<file path="config.mk">
export PLATFORM = sky130hd
export DESIGN_NAME = usb_hid_interrupt_endpoint_finder
export DESIGN_NICKNAME = d
export VERILOG_FILES = /design/src/design/usbhid_pkg.sv /design/src/design/usb_hid_interrupt_endpoint_finder.sv
export SDC_FILE = /design/constraint.sdc
export NUM_CORES = 1
export LEC_CHECK = 0
export BUFFER_PORTS_ARGS = -buffer_cell sky130_fd_sc_hd__clkbuf_2
export CAP_MARGIN = 10
export CELL_PAD_IN_SITES_DETAIL_PLACEMENT = 0
export CELL_PAD_IN_SITES_GLOBAL_PLACEMENT = 1
export CORE_UTILIZATION = 43
export CTS_BUF_LIST = sky130_fd_sc_hd__clkbuf_4
export CTS_CLUSTER_DIAMETER = 60
export DETAILED_ROUTE_END_ITERATION = 10
export PLACE_DENSITY = 0.85
export SLEW_MARGIN = 25
export SYNTH_ARGS = -nofsm -noshare
export SYNTH_HDL_FRONTEND = slang
export SYNTH_SLANG_ARGS = --single-unit
</file>
<file path="constraint.sdc">
create_clock -name aclk -period 2.74 [get_ports aclk]
set_input_delay 0.274 -clock aclk [delete_from_list [all_inputs] [get_ports aclk]]
set_output_delay 0.274 -clock aclk [all_outputs]
set_load 0.1 [all_outputs]
</file>
<file path="src/design/usbhid_pkg.sv">
// ----------------------------------------------------------------------------
// usbhid_pkg: shared types and constants for the interrupt endpoint finder
// Descriptor type codes, minimum lengths and endpoint field masks.
// ----------------------------------------------------------------------------
package usbhid_pkg;

    typedef logic [7:0] octet_t;

    // Descriptor type codes
    localparam octet_t TYPE_INTERFACE = 8'd4;
    localparam octet_t TYPE_ENDPOINT  = 8'd5;

    // Minimum lengths
    localparam octet_t MIN_DESC_LEN      = 8'd2;
    localparam octet_t MIN_INTERFACE_LEN = 8'd9;
    localparam octet_t MIN_ENDPOINT_LEN  = 8'd7;

    // Byte offsets inside a descriptor
    localparam octet_t OFS_LENGTH = 8'd0;
    localparam octet_t OFS_TYPE   = 8'd1;
    localparam octet_t OFS_ADDR   = 8'd2;
    localparam octet_t OFS_ATTR   = 8'd3;
    localparam octet_t OFS_CLASS  = 8'd5;

    // Endpoint fields
    localparam octet_t DIR_IN_BIT     = 8'h80;
    localparam octet_t XFER_TYPE_MASK = 8'h03;
    localparam octet_t XFER_INTERRUPT = 8'h03;

    // Class code after reset (HID)
    localparam octet_t CLASS_RESET = 8'd3;

endpackage

</file>
<file path="src/design/usb_hid_interrupt_endpoint_finder.sv">
// ----------------------------------------------------------------------------
// usb_hid_interrupt_endpoint_finder
// Walks a configuration descriptor set byte by byte and reports the first
// interrupt IN endpoint under an interface whose class matches match_class.
// ----------------------------------------------------------------------------
//  channel  | direction | ports                                   | words
//  s_       | in        | s_descriptor_byte, s_last_byte          | one byte each
//  m_       | out       | m_endpoint_address, m_found             | one per last byte
//  cfg_     | in        | cfg_data (match_class)                  | one register
//
//  Each byte passes an input register and is parsed while held there; the
//  result register loads as the last byte leaves the input register, and
//  m_valid comes from the result register. Throughput is one byte per cycle,
//  set by the single parse stage, while no held result stalls a last byte.
//  A held result stalls only a last byte; other bytes keep flowing.
//  Reset clears the parser and sets match_class to 3.
// ----------------------------------------------------------------------------
module usb_hid_interrupt_endpoint_finder (
    input  logic                 aclk,
    input  logic                 aresetn,
    input  logic                 s_valid,
    output logic                 s_ready,
    input  usbhid_pkg::octet_t   s_descriptor_byte,
    input  logic                 s_last_byte,
    output logic                 m_valid,
    input  logic                 m_ready,
    output usbhid_pkg::octet_t   m_endpoint_address,
    output logic                 m_found,
    input  logic                 cfg_valid,
    output logic                 cfg_ready,
    input  usbhid_pkg::octet_t   cfg_data
);
    import usbhid_pkg::*;

    // Input register
    logic   in_valid_reg, in_valid_next;
    octet_t in_byte_reg;
    logic   in_last_reg;

    // Configuration
    octet_t match_class_reg;

    // Parser state
    octet_t offset_reg, offset_next;
    octet_t length_reg, length_next;
    octet_t type_reg, type_next;
    logic   match_if_reg, match_if_next;
    octet_t addr_reg, addr_next;
    logic   pend_reg, pend_next;
    octet_t result_reg, result_next;
    logic   stopped_reg, stopped_next;

    // Result register
    logic   out_valid_reg, out_valid_next;
    octet_t out_addr_reg;
    logic   out_found_reg;

    logic   advance;
    logic   out_load;
    octet_t type_cur;
    octet_t addr_cur;
    logic   pend_cur;
    octet_t result_cur;
    logic   desc_end;

    assign advance   = in_valid_reg && (!in_last_reg || !out_valid_reg || m_ready);
    assign s_ready   = !in_valid_reg || advance;
    assign out_load  = advance && in_last_reg;
    assign cfg_ready = 1'b1;

    assign m_valid            = out_valid_reg;
    assign m_endpoint_address = out_addr_reg;
    assign m_found            = out_found_reg;

    always_comb begin
        in_valid_next = in_valid_reg;
        if (s_valid && s_ready) begin
            in_valid_next = 1'b1;
        end else if (advance) begin
            in_valid_next = 1'b0;
        end
    end

    // Parse one byte
    always_comb begin
        offset_next   = offset_reg;
        length_next   = length_reg;
        type_next     = type_reg;
        match_if_next = match_if_reg;
        addr_next     = addr_reg;
        pend_next     = pend_reg;
        stopped_next  = stopped_reg;
        type_cur      = (offset_reg == OFS_TYPE) ? in_byte_reg : type_reg;
        addr_cur      = (offset_reg == OFS_ADDR) ? in_byte_reg : addr_reg;
        pend_cur      = pend_reg;
        result_cur    = result_reg;
        desc_end      = (9'(offset_reg) + 9'd1) == 9'(length_reg);

        if (type_cur == TYPE_ENDPOINT && offset_reg == OFS_ATTR) begin
            pend_cur = (in_byte_reg & XFER_TYPE_MASK) == XFER_INTERRUPT;
        end
        if (type_cur == TYPE_INTERFACE && offset_reg == OFS_CLASS) begin
            pend_cur = in_byte_reg == match_class_reg;
        end

        if (advance && !stopped_reg) begin
            if (offset_reg == OFS_LENGTH) begin
                if (in_byte_reg < MIN_DESC_LEN) begin
                    stopped_next = 1'b1;
                end else begin
                    length_next = in_byte_reg;
                    pend_next   = 1'b0;
                    offset_next = 8'd1;
                end
            end else begin
                type_next = type_cur;
                addr_next = addr_cur;
                pend_next = pend_cur;
                if (desc_end) begin
                    offset_next = '0;
                    if (type_cur == TYPE_INTERFACE && length_reg >= MIN_INTERFACE_LEN) begin
                        match_if_next = pend_cur;
                    end else if (type_cur == TYPE_ENDPOINT
                                 && length_reg >= MIN_ENDPOINT_LEN
                                 && match_if_reg && result_reg == '0
                                 && (addr_cur & DIR_IN_BIT) != '0 && pend_cur) begin
                        result_cur = addr_cur;
                    end
                end else begin
                    offset_next = offset_reg + 8'd1;
                end
            end
        end
        result_next = result_cur;

        // End of set: drop all parse state
        if (out_load) begin
            offset_next   = '0;
            length_next   = '0;
            type_next     = '0;
            match_if_next = 1'b0;
            addr_next     = '0;
            pend_next     = 1'b0;
            result_next   = '0;
            stopped_next  = 1'b0;
        end
    end

    always_comb begin
        out_valid_next = out_valid_reg && !m_ready;
        if (out_load) begin
            out_valid_next = 1'b1;
        end
    end

    always_ff @(posedge aclk) begin
        if (!aresetn) begin
            in_valid_reg    <= 1'b0;
            out_valid_reg   <= 1'b0;
            match_class_reg <= CLASS_RESET;
            offset_reg      <= '0;
            length_reg      <= '0;
            type_reg        <= '0;
            match_if_reg    <= 1'b0;
            addr_reg        <= '0;
            pend_reg        <= 1'b0;
            result_reg      <= '0;
            stopped_reg     <= 1'b0;
        end else begin
            in_valid_reg  <= in_valid_next;
            out_valid_reg <= out_valid_next;
            if (cfg_valid && cfg_ready) begin
                match_class_reg <= cfg_data;
            end
            offset_reg   <= offset_next;
            length_reg   <= length_next;
            type_reg     <= type_next;
            match_if_reg <= match_if_next;
            addr_reg     <= addr_next;
            pend_reg     <= pend_next;
            result_reg   <= result_next;
            stopped_reg  <= stopped_next;
        end
    end

    // Payload registers
    always_ff @(posedge aclk) begin
        if (s_valid && s_ready) begin
            in_byte_reg <= s_descriptor_byte;
            in_last_reg <= s_last_byte;
        end
        if (out_load) begin
            out_addr_reg  <= result_cur;
            out_found_reg <= result_cur != '0;
        end
    end

    // A found address is always an IN address
    a_found_is_in: assert property (@(posedge aclk) disable iff (!aresetn)
        m_valid && m_found |-> m_endpoint_address[7])
        else $error("found endpoint without IN bit");

    a_none_is_zero: assert property (@(posedge aclk) disable iff (!aresetn)
        m_valid && !m_found |-> m_endpoint_address == '0)
        else $error("nonzero address without found");

    // Latched address holds until the end of the set
    a_result_holds: assert property (@(posedge aclk) disable iff (!aresetn)
        result_reg != '0 && !out_load |=> result_reg == $past(result_reg))
        else $error("latched address changed");

    a_stopped_offset: assert property (@(posedge aclk) disable iff (!aresetn)
        stopped_reg |-> offset_reg == '0)
        else $error("parser stopped inside a descriptor");

    // A full input register takes a new word only while it drains
    a_no_overwrite: assert property (@(posedge aclk) disable iff (!aresetn)
        s_valid && s_ready && in_valid_reg |-> advance)
        else $error("input word overwritten");

endmodule
</file>
Yosys cells after proc, flatten, opt, wreduce, memory -nomap -nowiden:

Cells that the tools add are included.

* bits of input ports: 22
* bits in registers: 71

* eq/ne operators: 10
* add/subtract/negate cells: 2
* mux-type cells: 17
* reductions and logical operators: 31
* bitwise operators: 3
* magnitude comparators: 3

Operators by type and width (number)
* 8-bit 2-to-1 mux: 10
* 8-bit by 3-bit equality test with 1-bit output, second input constant: 3
* 8-bit by 2-bit equality test with 1-bit output, second input constant: 2
* 8-bit zero test: 2
* 1-bit logical AND: 13
* 8-bit by 1-bit adder with 9-bit output, second input constant: 1
* 9-bit by 8-bit equality test with 1-bit output: 1
* 8-bit by 1-bit adder with 8-bit output, second input constant: 1
* 8-bit by 1-bit equality test with 1-bit output, second input constant: 1
* 8-bit equality test: 1
* 8-bit by 3-bit >= comparator with 1-bit output, second input constant: 1
* 8-bit by 4-bit >= comparator with 1-bit output, second input constant: 1
* 8-bit by 2-bit < comparator with 1-bit output, second input constant: 1
* 8-bit nonzero test: 1
* 1-bit 2-to-1 mux: 7
* 3-bit AND reduction: 2
* 1-bit zero test: 5
* 2-bit AND reduction: 2
* 4-bit AND reduction: 1
* 1-bit logical OR: 3
* 1-bit NOT: 3
* 2-bit equality test, second input constant: 1
* 2-bit inequality test, second input constant: 1
* 2-bit nonzero test: 1
* 2-bit OR reduction: 1

Logic depth before layout (Yosys ltp):

* depth after elaboration: 14
* gate-level depth with buffers: 10

Least setup slack after synthesis:

OpenSTA, ideal clock, no wires.

* kind: flip-flop to flip-flop
* start point: reg offset_reg[3]
* end point: reg out_addr_reg[2] (netlist: m_endpoint_address[2]) (data pin)
* arrival: 2.620 ns
* cell stages (with the launch flop): 11
* library setup time: 0.147 ns
* slack: -0.027 ns
* path buffers: 3
* cells stage by stage: dfxtp_1 -> buf_6 -> or4_4 -> or4b_1 -> buf_2 -> mux2i_1 -> a2111oi_0 -> and4b_1 -> nand2_2 -> buf_6 -> o21bai_1

* word-level cells in the longest chain between the ends: 13
* elaborated cells between the ends (all ways): 26
* classes of those cells: 1 x add/sub; 7 x eq/ne; 9 x mux; 9 x reduce/logical

Ends and longest elaborated chain
* start: declaration: line usb_hid_interrupt_endpoint_finder.sv:44 `octet_t offset_reg, offset_next;`
* start signal: assignment: line usb_hid_interrupt_endpoint_finder.sv:175 `offset_reg <= offset_next;`
* 8-bit by 1-bit equality test with 1-bit output: line usb_hid_interrupt_endpoint_finder.sv:93 `type_cur = (offset_reg == OFS_TYPE) ? in_byte_reg : type_reg;`
* 8-bit 2-to-1 mux: line usb_hid_interrupt_endpoint_finder.sv:93
* 8-bit by 3-bit equality test with 1-bit output: line usb_hid_interrupt_endpoint_finder.sv:99, usb_hid_interrupt_endpoint_finder.sv:123
* 1-bit logical AND: line usb_hid_interrupt_endpoint_finder.sv:124 `&& length_reg >= MIN_ENDPOINT_LEN`
* 1-bit logical AND (2 in series): line usb_hid_interrupt_endpoint_finder.sv:125 `&& match_if_reg && result_reg == '0`
* 1-bit logical AND (2 in series): line usb_hid_interrupt_endpoint_finder.sv:126 `&& (addr_cur & DIR_IN_BIT) != '0 && pend_cur) begin`
* 8-bit 2-to-1 mux: line usb_hid_interrupt_endpoint_finder.sv:123 `end else if (type_cur == TYPE_ENDPOINT`
* 8-bit 2-to-1 mux: line usb_hid_interrupt_endpoint_finder.sv:121 `if (type_cur == TYPE_INTERFACE && length_reg >= MIN_INTERFACE_LEN) begin`
* 8-bit 2-to-1 mux: line usb_hid_interrupt_endpoint_finder.sv:119 `if (desc_end) begin`
* 8-bit 2-to-1 mux *: line usb_hid_interrupt_endpoint_finder.sv:107 `if (offset_reg == OFS_LENGTH) begin`
* 8-bit 2-to-1 mux *: line usb_hid_interrupt_endpoint_finder.sv:106 `if (advance && !stopped_reg) begin`
* net result_cur[2]: line usb_hid_interrupt_endpoint_finder.sv:63 `octet_t result_cur;`
* end signal: assignment: line usb_hid_interrupt_endpoint_finder.sv:193 `out_addr_reg <= result_cur;`
* end: declaration: line usb_hid_interrupt_endpoint_finder.sv:55 `octet_t out_addr_reg;`

The timed path passes the listed nets; every way through them passes the cells marked *.
A chain may end at the register's enable or synchronous reset.

Final worst setup path:

* start point: reg offset_reg[6]
* end point: reg match_if_reg

* word-level cells in the longest chain between the ends: 6
* elaborated cells between the ends (all ways): 16
* classes of those cells: 1 x add/sub; 6 x eq/ne; 3 x mux; 1 x bitwise; 5 x reduce/logical

Ends and longest elaborated chain
* parallel branches: the longest is 6 deep, another holds 8-bit by 1-bit adder with 9-bit output
* end signal: assignment: line usb_hid_interrupt_endpoint_finder.sv:178 `match_if_reg <= match_if_next;`
* end: declaration: line usb_hid_interrupt_endpoint_finder.sv:47 `logic match_if_reg, match_if_next;`

Parallel ways; which one is timed is not known.

==> run summary <==
Status -> finished, final reports clean
Crit-path max FO -> 4
Synth top area cells -> dfxtp_1 32%, edfxtp_1 16%, mux2i_1 13%, nor2_1 4.3%, nand2_1 2.9%
Total wire length -> 7190 um
Global-route wire length before repair -> 11,600 um
Initial antenna violation count -> 0
CP arrival -> 3.06 ns
Peak Freq -> 365 MHz
Initial core utilization -> 45.3%
Capture point of the worst path -> match_if_reg$_SDFFE_PP0P_
Sequential share of the synthesized area -> 47.9%
Core area -> 0.00737 mm2
Met3 GRT Util -> 4.31%
TritonCTS buffer count -> 9
Gr usage total -> 18.1%
NetSw -> 511 uW
Most frequent cells in the layout -> 53 x dfxtp_1, 41 x mux2i_1, 38 x nor2_1, 32 x clkbuf_2
Max-cap violations -> 0
R2R Path End -> match_if_reg$_SDFFE_PP0P_
CP Cell Sequence -> or4_4 > nor4b_4 > mux2i_2 > nand3_1 > a32o_2 > or4_4 > o211a_1
Clock sink count -> 71
Die Wd -> 90.1 um
WP buf/inv -> 0
Final min period -> 2.74 ns
Largest area contributor in the netlist -> dfxtp_1
Top Ports -> 34
Register-to-register setup slack -> 0.002 ns
Filler cells -> 678
Power density over cell area -> 518 mW/mm2
Row cnt -> 31
Net Sw Frac -> 24.8%
VDD IR max -> 0.319 mV
Mapped Area -> 0.00334 mm2
Vias in the first global route -> 2,353
Cell variety after synth -> 53
Met1 usage in global routing -> 24.9%
Clk Tree Root Cell -> clkbuf_4
Antenna Cells -> 0
Worst r2r src -> offset_reg[6]$_SDFFE_PP0P_
Main synth FF type -> dfxtp_1
Die span in y -> 90.1 um
Nets -> 416
CP startpoint kind -> flip-flop
DP Worst Slack -> 0.0248 ns
Worst-Skew Late Latency -> 0.41 ns
Tot Pwr -> 2060 uW
CP Capture Type -> flip-flop
Area of the die -> 0.00813 mm2
Crit. Startpoint -> offset_reg[6]$_SDFFE_PP0P_
Final period utilization -> 99.9%
CTS tree -> built
Maximum clock insertion buffer count -> 2
H-tree depth -> 3
Area share of the largest cell type after synthesis -> 31.8%
Cell depth of the worst setup path -> 7
Post-synth EDFFs -> 18
Grt total ovfl -> 0
R2R depth -> 7
Initial drt markers -> 126
Grt peak-use layer -> met2
M2 GR Usage -> 27.9%
Synth warn -> 0
Mean post-synth cell area -> 10.0 um2
Largest net degree at the start of global routing -> 35
Drt wl/cell -> 14.5 um
Area Growth Syn to Fin -> 19.0%
Share of cells above drive strength 1 -> 22.0%
Crit path kind -> reg2reg
Skew final -> 0.00637 ns
Clock Power Share -> 35.3%
RSZ-0062 raised after global routing -> true
Multi-input logic area -> 0.00167 mm2
Final worst slack -> 0.00227 ns
Cell family with most CP delay -> simple AND/OR/NAND/NOR gates
Leading cell type in the layout, fill and taps excluded -> dfxtp_1
Synth Instances -> 334
Rel. slew slack -> 41.7%
Crit-path max cell delay -> 0.58 ns
Detail Route Antenna Nets -> 0
Yosys reg bits -> 71
Vias -> 2,585
Worst-path clk slew -> 0.11 ns
Sequential Area -> 0.00160 mm2
Synth Net Count -> 360
Slowest cell on crit path -> or4_4
Register share of total power -> 54.8%
Worst Max-Slew Pin Slew -> 0.870 ns
Final setup fails -> 0
Static leakage -> 0.00160 uW
Comb pwr share -> 9.9%
Vias per cell -> 5.23
Pre-antenna DRT Iters -> 4
Internal -> 1550 uW
Async set-reset flop share out of synthesis -> 0%
Placer's final routability congestion estimate -> 0.840
Most used cell, CP -> or4_4
Final hold vios -> 0
I/O Buffers -> 32
Drc violations -> 0
DP Wirelength -> 4990 um
Max Transition Viols Final -> 0
Hold Path Class -> in2reg
Critical Path RT -> 3.06 ns
cell families after synthesis:
family                     synth area share, %
and+or+nand+nor                           17.9
muxes                                     12.6
other                                    0.112
buffers and inverters                     3.60
adders and majority gates                 1.50
xor gates and xnor gates                  3.67
AOI/OAI and AO/OA                         12.7
DFF                                       47.9
repair_timing:
action | in CTS | in global routing
pin swaps | 0 | 5
endpoints found under the hold margin | 0 | 5
resized for setup | 2 | 9
setup buffers | 0 | 3
endpoints found under the setup margin | 8 | 23
hold buffers | 0 | 5
gates cloned | 0 | 1
stage by stage:
step	util [%]	std cells	instance area (um2)	TNS [ns]	hold WS, ns
after floorplan	-	334	3350	0	0.373
after global placement	50.3	469	3700	0	0.447
after detailed placement	50.3	469	3700	0	0.453
after CTS	52.5	485	3870	0	0.00443
after global routing	54.0	494	3980	-1.28	0.00961
final	54.0	494	3980	0	0.0321
routing by layer:
layer | wire, um | part of all wire [%]
met1 | 3580 | 50
met2 | 3280 | 46
met3 | 266 | 3.7
met4 | 57 | 0.79
met5 | 0 | 0
synthesized netlist by cell type (all sizes together), types with 8 or more instances:
cell type  number
nor2b          11
buf             9
nand3           8
dfxtp          53
o21bai          8
nand2          27
a21oi           9
clkbuf         10
edfxtp         18
o21ai          10
xor2            9
o31ai           8
nor2           38
mux2i          42
final cells by class:
type / instances / share of cell area (%)
Clock buffer: 9 / 1.70
Sequential cell: 71 / 40.3
Timing Repair Buffer: 63 / 10.2
Tap cell: 99 / 3.12
Inverter: 6 / 0.566
Clock inverter: 7 / 2.20
Multi-Input combinational cell: 239 / 41.9
power by group through the flow:
| stage | Sequential [uW] | Clock, uW | Combinational, uW |
|---|---|---|---|
| final | 1130 | 727 | 204 |
| after global routing | 1130 | 791 | 222 |
| after CTS | 1130 | 748 | 193 |
| after detailed placement | 1150 | 0 | 191 |
| after global placement | 1150 | 0 | 189 |
| after floorplan | 1160 | 0 | 113 |
worst min-delay path by stage:
stage	start	endpoint	slack, ns	cells past startpoint
floorplan	s_descriptor_byte[0]	in_byte_reg[0]$_DFFE_PP_	0.37	0
global placement	result_reg[4]$_SDFF_PP0_	result_reg[4]$_SDFF_PP0_	0.45	2
detailed placement	s_descriptor_byte[7]	in_byte_reg[7]$_DFFE_PP_	0.45	1
CTS	s_descriptor_byte[2]	in_byte_reg[2]$_DFFE_PP_	0.004	1
global route	s_descriptor_byte[5]	in_byte_reg[5]$_DFFE_PP_	0.01	1
finish	s_descriptor_byte[5]	in_byte_reg[5]$_DFFE_PP_	0.03	1
Note: power is estimated with default switching activity, not from simulation.
